--- config.mk ---
export PLATFORM = sky130hd
export DESIGN_NAME = breathing_led_pwm_controller
export DESIGN_NICKNAME = d
export VERILOG_FILES = /design/src/blpc_pkg.sv /design/src/breathing_led_pwm_controller.sv
export SDC_FILE = /design/constraint.sdc
export NUM_CORES = 1
export LEC_CHECK = 0
export BUFFER_PORTS_ARGS = -buffer_cell sky130_fd_sc_hd__buf_2
export CORE_MARGIN = 2
export CORE_UTILIZATION = 43
export CTS_BUF_LIST = sky130_fd_sc_hd__clkbuf_16
export CTS_CLUSTER_DIAMETER = 50
export DETAILED_ROUTE_END_ITERATION = 6
export GPL_TIMING_DRIVEN = 1
export PLACE_DENSITY = 0.63
export REMOVE_ABC_BUFFERS = 1
export SLEW_MARGIN = 20
export SYNTH_ARGS = -nofsm -noshare
export SYNTH_HDL_FRONTEND = slang
export SYNTH_SLANG_ARGS = --single-unit
--- constraint.sdc ---
create_clock -name aclk -period 10.8 [get_ports aclk]
set_clock_uncertainty 0.2 [all_clocks]
set_input_delay 2.16 -clock aclk [delete_from_list [all_inputs] [get_ports aclk]]
set_output_delay 2.16 -clock aclk [all_outputs]
set_load 0.01 [all_outputs]
--- src/blpc_pkg.sv ---
// ----------------------------------------------------------------------------
// blpc_pkg
// Shared types and constants for the breathing LED PWM controller.
// ----------------------------------------------------------------------------
package blpc_pkg;

    // Event kind carried on the input tuser
    localparam int OP_W = 2;
    typedef enum logic [OP_W-1:0] {
        OP_TICK   = 2'd0,
        OP_ADC    = 2'd1,
        OP_BUTTON = 2'd2
    } op_t;

    // Configuration register indexes
    localparam int CFG_ADDR_W = 2;
    localparam int CFG_DATA_W = 16;
    typedef enum logic [CFG_ADDR_W-1:0] {
        CFG_TOP_COUNT = 2'd0,
        CFG_MIN_STEP  = 2'd1,
        CFG_STEP_GAIN = 2'd2
    } cfg_idx_t;

    // Field widths fixed by the register map
    localparam int CMP_W      = 8;
    localparam int STEP_CFG_W = 16;
    localparam int OUT_DATA_W = 16;

    // Reset values
    localparam logic [CMP_W-1:0]      RST_TOP_COUNT = 8'd167;
    localparam logic [STEP_CFG_W-1:0] RST_MIN_STEP  = 16'd393;
    localparam logic [STEP_CFG_W-1:0] RST_STEP_GAIN = 16'd21627;
    localparam logic [STEP_CFG_W-1:0] RST_STEP      = 16'd393;
    localparam logic [31:0]           RST_DUTY      = 32'd32768;
    localparam logic [CMP_W-1:0]      RST_COMPARE   = 8'd83;

endpackage

--- src/breathing_led_pwm_controller.sv ---
// ----------------------------------------------------------------------------
// breathing_led_pwm_controller
// Triangle-wave duty generator for LED breathing, with ADC-driven step size
// and a button that toggles the output on and off.
// ----------------------------------------------------------------------------
// An accepted item's result is registered and appears on m_tdata in the next cycle.
// Throughput: one item per cycle while no result waits or m_tready is high; the whole
// update (add, compare, duty-by-top and ADC-by-gain multiplies) sits between the state
// registers and the result register; a waiting result stalls the input while m_tready is low.
// Reset (aresetn low, synchronous): registers to defaults, duty at half,
// rising, enabled, no result pending.
module breathing_led_pwm_controller #(
    parameter int DUTY_BITS = 16,
    parameter int ADC_BITS  = 10
) (
    input  logic                                   aclk,
    input  logic                                   aresetn,
    // configuration write port
    input  logic                                   cfg_we,
    input  logic [blpc_pkg::CFG_ADDR_W-1:0]        cfg_addr,
    input  logic [blpc_pkg::CFG_DATA_W-1:0]        cfg_wdata,
    // input items
    input  logic                                   s_tvalid,
    output logic                                   s_tready,
    // tdata: adc_value [ADC_BITS-1:0], button_low [ADC_BITS], zero pad
    input  logic [((ADC_BITS + 8) / 8) * 8 - 1:0]  s_tdata,
    // tuser: op [1:0]
    input  logic [blpc_pkg::OP_W-1:0]              s_tuser,
    // result items
    output logic                                   m_tvalid,
    input  logic                                   m_tready,
    // tdata: compare_value [7:0], pwm_enabled [8], zero pad
    output logic [blpc_pkg::OUT_DATA_W-1:0]        m_tdata
);
    import blpc_pkg::*;

    localparam int SW   = (DUTY_BITS > STEP_CFG_W) ? DUTY_BITS : STEP_CFG_W;
    localparam int SUMW = SW + 1;
    localparam int PW   = DUTY_BITS + CMP_W;
    localparam int AW   = ADC_BITS + STEP_CFG_W;

    localparam logic [SUMW-1:0] DUTY_FULL = {{(SUMW-1){1'b0}}, 1'b1} << DUTY_BITS;
    localparam logic [SUMW-1:0] DUTY_MAX  = DUTY_FULL - {{(SUMW-1){1'b0}}, 1'b1};
    localparam logic [DUTY_BITS-1:0] DUTY_RST = DUTY_BITS'(RST_DUTY);

    // configuration registers
    logic [CMP_W-1:0]      top_count_reg;
    logic [STEP_CFG_W-1:0] min_step_reg;
    logic [STEP_CFG_W-1:0] step_gain_reg;

    // block state
    logic [DUTY_BITS-1:0]  duty_reg,    duty_next;
    logic [SW-1:0]         step_reg,    step_next;
    logic                  rising_reg,  rising_next;
    logic                  held_reg,    held_next;
    logic                  enabled_reg, enabled_next;
    logic [CMP_W-1:0]      cmp_reg,     cmp_next;

    // result register
    logic                  m_tvalid_reg;
    logic [OUT_DATA_W-1:0] m_tdata_reg;

    // unpacked input item
    op_t                   op;
    logic [ADC_BITS-1:0]   adc_value;
    logic                  button_low;
    logic                  accept;

    // tick datapath
    logic [SUMW-1:0]       duty_ext, step_ext, duty_sum, duty_diff;
    logic                  rise_t;
    logic [DUTY_BITS-1:0]  duty_t;
    logic [PW-1:0]         cmp_prod;
    logic [CMP_W-1:0]      cmp_t;

    // step datapath
    logic [AW-1:0]         adc_prod;
    logic [SUMW-1:0]       step_sum;

    assign op         = op_t'(s_tuser);
    assign adc_value  = s_tdata[ADC_BITS-1:0];
    assign button_low = s_tdata[ADC_BITS];

    assign s_tready = !m_tvalid_reg || m_tready;
    assign accept   = s_tvalid && s_tready;
    assign m_tvalid = m_tvalid_reg;
    assign m_tdata  = m_tdata_reg;

    // next duty on a tick: turn at the ends, bottom test wins
    always_comb begin
        duty_ext  = SUMW'(duty_reg);
        step_ext  = SUMW'(step_reg);
        duty_sum  = duty_ext + step_ext;
        duty_diff = duty_ext - step_ext;
        if (duty_ext < step_ext) begin
            rise_t = 1'b1;
        end else if (duty_sum > DUTY_FULL) begin
            rise_t = 1'b0;
        end else begin
            rise_t = rising_reg;
        end
        if (rise_t) begin
            duty_t = (duty_sum > DUTY_MAX) ? DUTY_MAX[DUTY_BITS-1:0]
                                           : duty_sum[DUTY_BITS-1:0];
        end else begin
            duty_t = (duty_ext >= step_ext) ? duty_diff[DUTY_BITS-1:0]
                                            : '0;
        end
        cmp_prod = PW'(duty_t) * PW'(top_count_reg);
        cmp_t    = cmp_prod[PW-1:DUTY_BITS];
        if (cmp_t > top_count_reg) begin
            cmp_t = top_count_reg;
        end
    end

    // step from a potentiometer sample, saturated at full scale
    always_comb begin
        adc_prod = AW'(adc_value) * AW'(step_gain_reg);
        step_sum = SUMW'(min_step_reg) + SUMW'(adc_prod[AW-1:ADC_BITS]);
        if (step_sum > DUTY_MAX) begin
            step_sum = DUTY_MAX;
        end
    end

    // event decode
    always_comb begin
        duty_next    = duty_reg;
        step_next    = step_reg;
        rising_next  = rising_reg;
        held_next    = held_reg;
        enabled_next = enabled_reg;
        cmp_next     = cmp_reg;
        unique case (op)
            OP_TICK: begin
                if (enabled_reg) begin
                    duty_next   = duty_t;
                    rising_next = rise_t;
                    cmp_next    = cmp_t;
                end
            end
            OP_ADC: begin
                step_next = step_sum[SW-1:0];
            end
            OP_BUTTON: begin
                if (button_low) begin
                    if (!held_reg) begin
                        held_next    = 1'b1;
                        enabled_next = !enabled_reg;
                    end
                end else begin
                    held_next = 1'b0;
                end
            end
            default: begin
            end
        endcase
    end

    // configuration writes
    always_ff @(posedge aclk) begin
        if (!aresetn) begin
            top_count_reg <= RST_TOP_COUNT;
            min_step_reg  <= RST_MIN_STEP;
            step_gain_reg <= RST_STEP_GAIN;
        end else if (cfg_we) begin
            unique case (cfg_idx_t'(cfg_addr))
                CFG_TOP_COUNT: top_count_reg <= cfg_wdata[CMP_W-1:0];
                CFG_MIN_STEP:  min_step_reg  <= cfg_wdata;
                CFG_STEP_GAIN: step_gain_reg <= cfg_wdata;
                default: begin
                end
            endcase
        end
    end

    // state and result register
    always_ff @(posedge aclk) begin
        if (!aresetn) begin
            duty_reg     <= DUTY_RST;
            step_reg     <= SW'(RST_STEP);
            rising_reg   <= 1'b1;
            held_reg     <= 1'b0;
            enabled_reg  <= 1'b1;
            cmp_reg      <= RST_COMPARE;
            m_tvalid_reg <= 1'b0;
        end else begin
            if (accept) begin
                duty_reg     <= duty_next;
                step_reg     <= step_next;
                rising_reg   <= rising_next;
                held_reg     <= held_next;
                enabled_reg  <= enabled_next;
                cmp_reg      <= cmp_next;
                m_tvalid_reg <= 1'b1;
            end else if (m_tready) begin
                m_tvalid_reg <= 1'b0;
            end
        end
    end

    // result payload, no reset needed
    always_ff @(posedge aclk) begin
        if (accept) begin
            m_tdata_reg <= {{(OUT_DATA_W - CMP_W - 1){1'b0}}, enabled_next, cmp_next};
        end
    end

endmodule

==> flow_metrics.tcl, run 1 <==
set metrics [dict create \
    netlist_area_mm2 0.01492 \
    path_max_fanout 11 \
    crit_path_top_delay_cell "fa_1" \
    startpoint_type "flip-flop" \
    num_vias 12650 \
    crit_family "adder cells" \
    layout_commonest_cell "inv_1" \
    period_share_pct 95.27 \
    fin_tns_setup_ps 0 \
    nets 2249 \
    ys_ff_latch 93 \
    synth_flop_cell "dfxtp_1" \
    final_cell_mix "inv_1, nand2_1, fa_1" \
    first_iter_violations 773 \
    end_kind "flip-flop" \
    diodes 0 \
    root_buffer "clkbuf_16" \
    cpPeakStageDelay_ps 560 \
    worst_pin_slew_ps 1069 \
    min_path_type "reg2reg" \
    crit_required_ps 10690 \
    finalHoldViolCount 0 \
    maxSlewHeadroom_pct 28.40 \
    synthAdderAreaFrac_pct 39.26 \
    setup_viol 0 \
    placed_area_mm2 0.01586 \
    ys_seq_area_share_pct 13.09 \
    clock_latency_ps 360 \
    muxShareOfSynthArea_pct 0.4278 \
    cts_tree "yes" \
    netlist_instances 1809 \
    drcViolationCount 0 \
    fin_area_mm2 0.01629 \
    clock_path_buffers 2 \
    drive_above_1_share_pct 9.774 \
    fin_crit_ps 10290 \
    overflow 0 \
    grt_max_degree 47 \
    grt_pass1_vias 12520 \
    drt_wl_total_um 39690 \
    crit_arrival_ps 10170 \
    final_antenna_net_count 0 \
    numCtsBuffers 9 \
    chipWidth_um 190.2 \
    core_mm2 0.03437 \
    syn_area_per_cell_um2 8.245 \
    yosys.area.top_type_share_pct 26.17 \
    port_buffers 46 \
    synth_area_leader_cell "fa_1" \
    dp.cells 2295 \
    drv_cap 0 \
    grt_pass1_wl_um 65230 \
    synth_compound_area_share_pct 15.74 \
    synth_edf_count 9 \
    initial_core_util_pct 43.39 \
    fp-row-count 68 \
    die_area_mm2 0.03619 \
    cts_hold_buffers 0 \
    area_growth_syn_to_layout_pct 9.202 \
    synth_async_sr_flop_share_pct 0 \
    worstSetupPathType "reg2reg" \
    synth_top_family_by_area "adder cells" \
    stdcell_count 2317 \
    synth_cell_type_count 89 \
    max_freq_mhz 97.19 \
    clock_sinks 93 \
    gp_congestion 0.8803 \
    vias_per_cell 5.458 \
    drt-pass1-iter-count 5 \
    dieHeight_um 190.2 \
    ys_warn_count 0 \
    antenna_found_initial 0 \
    synth_simple_gate_area_share_pct 20.01 \
    wl_per_cell_um 17.13 \
    htree_levels 3 \
    synth_xor_area_share_pct 2.173 \
    cp_num_buf_inv 9 \
    slew_violations 0 \
    status "finished clean" \
    grtUsageTotal_pct 22.49 \
    io_pins 59 \
    ys_top_cells_by_area "fa_1, ha_1, dfxtp_1" \
    clk_pin_slew_ps 70 \
    dp_hpwl_um 31760 \
]
## logic make-up after synthesis
kind of cell,after synthesis
AOI/OAI and AO/OA,346
adders and majority gates,351
buffers and inverters,356
and+or+nand+nor,619
muxes,6
DFF,93
other,1
xor gates and xnor gates,37
## worst reg2reg max path: cells and delay by family (launching register included)
kind	cells	cell delay (ps)
adders and majority gates	8	3330
AOI/OAI and AO/OA	14	2510
and+or+nand+nor	11	2340
buffers and inverters	9	1030
DFF	1	400
xor gates and xnor gates	1	210
## final timing paths
kind,start,endpoint,slack [ps],cells past startpoint
setup / recovery,step_reg[0],m_tdata[5],510,43
hold reg to reg,min_step_reg[13],min_step_reg[13],260,2
hold / removal,min_step_reg[13],min_step_reg[13],260,2
setup reg to reg,step_reg[0],m_tdata[5],510,43
## cell type report
class                           instances  area (um^2)
Clock inverter                          7        57.56
Multi-Input combinational cell       1367        11710
Tap cell                              455        569.3
Inverter                              271         1017
Timing Repair Buffer                  115        760.7
Sequential cell                        93         1953
Fill cell                            3405        18080
Clock buffer                            9        225.2
## synth_stat cells, drive strengths merged, types with 6 or more instances
cell type	number
nand2	224
clkbuf	69
a21boi	6
nor2	144
nand3	31
edfxtp	9
inv	271
nand2b	45
nor4	7
nor2b	20
o21bai	8
o21ai	56
o31ai	12
a21o	26
and2	83
o221a	7
a221oi	10
a211oi	23
xnor2	24
nand4	7
xor2	13
buf	16
nor3b	7
o21a	14
a2111oi	6
ha	156
fa	195
o211ai	12
dfxtp	84
a21oi	113
nor3	16
## repair_timing
item                       4_1_cts  5_1_grt
resized for setup                0       22
setup endpoints to repair        0       16
buffers inserted                 0        5
## through the flow
step	setup WS, ps	hold WS, ps	util [%]
after CTS	108.3	265.5	46.96
after floorplan	789.4	240.6	-
final	511.3	261.6	47.39
after detailed placement	187.9	255.5	46.13
after global routing	-14.27	282.9	47.39
after global placement	279.4	249.3	46.13
## metal layers
| metal | share of wire (%) | vias to the layer above | GRT usage [%] |
|---|---|---|---|
| met3 | 5.2 | 76 | 3.331 |
| li1 | - | 6006 | - |
| met5 | 0 | - | 0 |
| met1 | 45 | 6220 | 31.01 |
| met2 | 46 | 345 | 36.76 |
| met4 | 3.0 | 0 | 6.410 |
Power of run 1 is not shown: default switching activity piles up to over one toggle a cycle in this logic, so the estimate is an artifact.
==> run 2: changes to the inputs <==
CELL_PAD_IN_SITES_DETAIL_PLACEMENT = 0   (was default)
CELL_PAD_IN_SITES_GLOBAL_PLACEMENT = 1   (was default)
PLACE_DENSITY = default   (was 0.63)
PLACE_DENSITY_LB_ADDON = 0.05   (was default)
==> flow_metrics.tcl, run 2 (same netlist as run 1, synthesis figures left out) <==
set metrics [dict create \
    antenna_found_initial 0 \
    clock_sinks 93 \
    grtUsageTotal_pct 24.33 \
    cts_setup_buffers 0 \
    status "finished clean" \
    grt_pass1_wl_um 68470 \
    end_kind "flip-flop" \
    clock_latency_ps 370 \
    cts_tree "yes" \
    slew_violations 0 \
    core_mm2 0.03437 \
    drcViolationCount 0 \
    root_buffer "clkbuf_16" \
    grt_pass1_vias 12360 \
    numCtsBuffers 9 \
    min_path_type "reg2reg" \
    maxSlewHeadroom_pct 40.20 \
    cp_num_buf_inv 8 \
    path_max_fanout 11 \
    die_area_mm2 0.03619 \
    cts_hold_buffers 0 \
    setup_viol 0 \
    clk_pin_slew_ps 70 \
    crit_required_ps 10820 \
    htree_levels 3 \
    period_share_pct 93.78 \
    grt_max_degree 47 \
    crit_arrival_ps 10150 \
    fillCellCount 3508 \
    worstSetupPathType "reg2reg" \
    overflow 0 \
    r2r_start "step_reg[0]" \
    startpoint_type "flip-flop" \
    clock_path_buffers 2 \
    hold_start "min_step_reg[4]" \
    gp_congestion 0.8679 \
    cts_resized 0 \
    final_antenna_net_count 0 \
    dieHeight_um 190.2 \
    area_growth_syn_to_layout_pct 10.54 \
    worst_pin_slew_ps 885.5 \
    vias_per_cell 5.375 \
    num_vias 12600 \
    drt-pass1-iter-count 5 \
    crit_family "adder cells" \
    layout_commonest_cell "inv_1" \
    multi_input_area_mm2 0.01167 \
    rsz0062_at_grt "no" \
    finalHoldViolCount 0 \
    initial_core_util_pct 43.39 \
    drt_wl_total_um 42310 \
    critPathMostFrequentCell "inv_1" \
    diodes 0 \
    final_cell_mix "inv_1, nand2_1, fa_1" \
    drive_above_1_share_pct 11.01 \
    max_freq_mhz 98.74 \
    drv_cap 0 \
    regArea_mm2 0.001952 \
    chipWidth_um 190.2 \
    cpPeakStageDelay_ps 580 \
    port_buffers 46 \
    nets 2276 \
    fp-row-count 68 \
    fin_tns_setup_ps 0 \
    critPathLaunch "step_reg[0]" \
    fin_crit_ps 10130 \
    dp_hpwl_um 33630 \
    first_iter_violations 784 \
    wl_per_cell_um 18.05 \
    io_pins 59 \
    crit_path_top_delay_cell "or4b_1" \
]
==> run 2: final timing paths <==
check | slack (ps) | cells past startpoint | endpoint
worst min-delay path | 270 | 2 | min_step_reg[4]
worst min register to register | 270 | 2 | min_step_reg[4]
worst max-delay path | 670 | 44 | m_tdata[7]
worst max register to register | 670 | 44 | m_tdata[7]
==> run 2: stage by stage <==
| step | setup slack, ps | hold WS, ps | instances | utilization (%) | instance area, um^2 |
|---|---|---|---|---|---|
| finish | 671.9 | 265.5 | 2344 | 47.97 | 16490 |
| global route | 51.17 | 276.5 | 2344 | 47.97 | 16490 |
| CTS | 175.7 | 264.8 | 2344 | 47.78 | 16420 |
| detailed placement | 263.6 | 252.2 | 2328 | 46.89 | 16120 |
| global placement | 325.4 | 249.0 | 2328 | 46.89 | 16120 |
| floorplan | 789.4 | 240.6 | 1730 | - | 14570 |
==> run 2: worst min-delay path: stages, from the launching register on <==
cell and delay, ps:
dfxtp_1 320, nand2_1 50, a21oi_1 50
==> run 2: layout make-up <==
cell class                      instances  share of cell area [%]
Multi-Input combinational cell       1366                   70.79
Clock inverter                          7                  0.4933
Timing Repair Buffer                  143                   5.889
Clock buffer                            9                   1.366
Sequential cell                        93                   11.84
Inverter                              271                   6.170
Tap cell                              455                   3.453
==> run 2: per-layer routing <==
layer  GRT usage [%]  up-vias  wire (um)
met4           4.919        0        587
met1           35.91     6255      20650
met3           2.834       29       1674
met5               0        -          0
li1                -     6047          -
met2           38.43      267      19400
Power of run 2 is left out for the same reason.
==> run 3: changes to the inputs <==
REMOVE_ABC_BUFFERS = default   (was 1)
clock period = 8.81 ns   (was 10.8 ns; I/O delays follow)
==> flow_metrics.tcl, run 3 (same netlist as run 1, synthesis figures left out) <==
set metrics [dict create \
    htree_levels 3 \
    worstHoldEndpoint "min_step_reg[15]" \
    status "finished with violations" \
    grt_pass1_vias 13860 \
    first_iter_violations 604 \
    cts_hold_buffers 0 \
    overflow 0 \
    r2r_start "duty_reg[0]" \
    finalHoldViolCount 0 \
    area_growth_syn_to_layout_pct 32.53 \
    final_cell_mix "buf_4, inv_1, nand2_1" \
    layout_commonest_cell "buf_4" \
    max_freq_mhz 105.4 \
    core_mm2 0.03437 \
    violations "setup timing" \
    dp.cells 2515 \
    r2r_slack_ps -680 \
    setup_viol 16 \
    grt_max_degree 47 \
    wl_per_cell_um 17.71 \
    worst_pin_slew_ps 936.3 \
    worstSetupPathType "reg2reg" \
    die_area_mm2 0.03619 \
    gp_congestion 0.9054 \
    dieHeight_um 190.2 \
    fp-row-count 68 \
    drt-pass1-iter-count 5 \
    crit_required_ps 8700 \
    hold_start "min_step_reg[15]" \
    layout_setup_ws_ps -675.7 \
    clk_pin_slew_ps 70 \
    startpoint_type "flip-flop" \
    r2r-end "m_tdata[7]" \
    cpPeakStageDelay_ps 550 \
    grt_pass1_wl_um 74430 \
    maxSlewHeadroom_pct 37.58 \
    drcViolationCount 0 \
    crit_path_top_delay_cell "or4b_4" \
    fillCellCount 3249 \
    final_antenna_net_count 0 \
    vias_per_cell 5.240 \
    critPathMostFrequentCell "fa_1" \
    rsz0062_at_grt "yes" \
    diodes 0 \
    numCtsBuffers 9 \
    drv_cap 0 \
    root_buffer "clkbuf_16" \
    drive_above_1_share_pct 30.46 \
    cts_tree "yes" \
    min_path_type "reg2reg" \
    ff2ff_path_depth 42 \
    slew_violations 0 \
    io_pins 59 \
    dp_hpwl_um 36250 \
    port_buffers 46 \
    holdPathStages 2 \
    antenna_found_initial 1 \
    period_share_pct 107.7 \
    initial_core_util_pct 43.39 \
    num_vias 13740 \
    clock_sinks 93 \
    crit_arrival_ps 9380 \
    clock_path_buffers 2 \
    clock_latency_ps 370 \
    chipWidth_um 190.2 \
    nets 2554 \
    drt_wl_total_um 46420 \
    end_kind "flip-flop" \
    path_max_fanout 7 \
    grtUsageTotal_pct 26.29 \
    stdcell_count 2622 \
    fin_crit_ps 9486 \
]
[run 3: cell types whose count changed in the layout (fill, tap and decap cells not counted), sizes merged]
cell      before  now
buf          143  420
bufinv         1    0
clkinv         1    2
clkinvlp       1    2
inv          275  274
o21a          14   15
[run 3: critical path, delay by kind of cell, from the launching register on]
family                   cells  cell delay (ps)
AO/OA/AOI/OAI               13             2240
XOR/XNOR                     1              150
adder cells (fa/ha/maj)      8             3140
buffers and inverters        8              720
flip-flops                   1              360
AND/OR/NAND/NOR             12             2370
[run 3: worst max path at each step]
stage               cells past startpoint  slack, ps        start         end
finish                                 42       -680  duty_reg[0]  m_tdata[7]
global route                           42      -1090  duty_reg[0]  m_tdata[7]
CTS                                    42       -520  duty_reg[0]  m_tdata[4]
detailed placement                     42       -940  step_reg[2]  cmp_reg[1]
global placement                       42       -830  step_reg[5]  cmp_reg[1]
floorplan                              42         20  step_reg[0]  m_tdata[4]
[run 3: routing by layer]
metal / track usage [%] / routed length [um]
met3: 3.036 / 1576
met5: 0 / 7
met1: 38.02 / 22600
met2: 43.04 / 21580
met4: 4.204 / 665
[run 3: through the flow]
stage	hold slack (ps)	area [um^2]	setup TNS [ps]	utilization (%)	setup WS (ps)
finish	264.4	19770	-8510	57.51	-675.7
CTS	266.8	19110	-7139	55.60	-516.8
global placement	246.1	17950	-14890	52.23	-831.7
floorplan	235.1	15380	0	-	21.77
detailed placement	252.4	17950	-16930	52.23	-936.4
global route	291.7	19770	-15330	57.51	-1090
[run 3: cell type report]
type	instances	area (um^2)	share of cell area [%]
timing repair buffer	420	3123	15.80
clock buffer	9	225.2	1.139
inverter	271	1017	5.146
tap	455	569.3	2.880
sequential	93	1966	9.944
multi-input combinational	1367	12820	64.84
clock inverter	7	50.05	0.2532
[run 3: repair_timing]
action | CTS | global route
resized for setup | 93 | 96
pin swaps | 68 | 90
gates cloned | 1 | 1
buffers inserted | 59 | 34
endpoints found under the setup margin | 16 | 32
Power of run 3 is left out for the same reason.
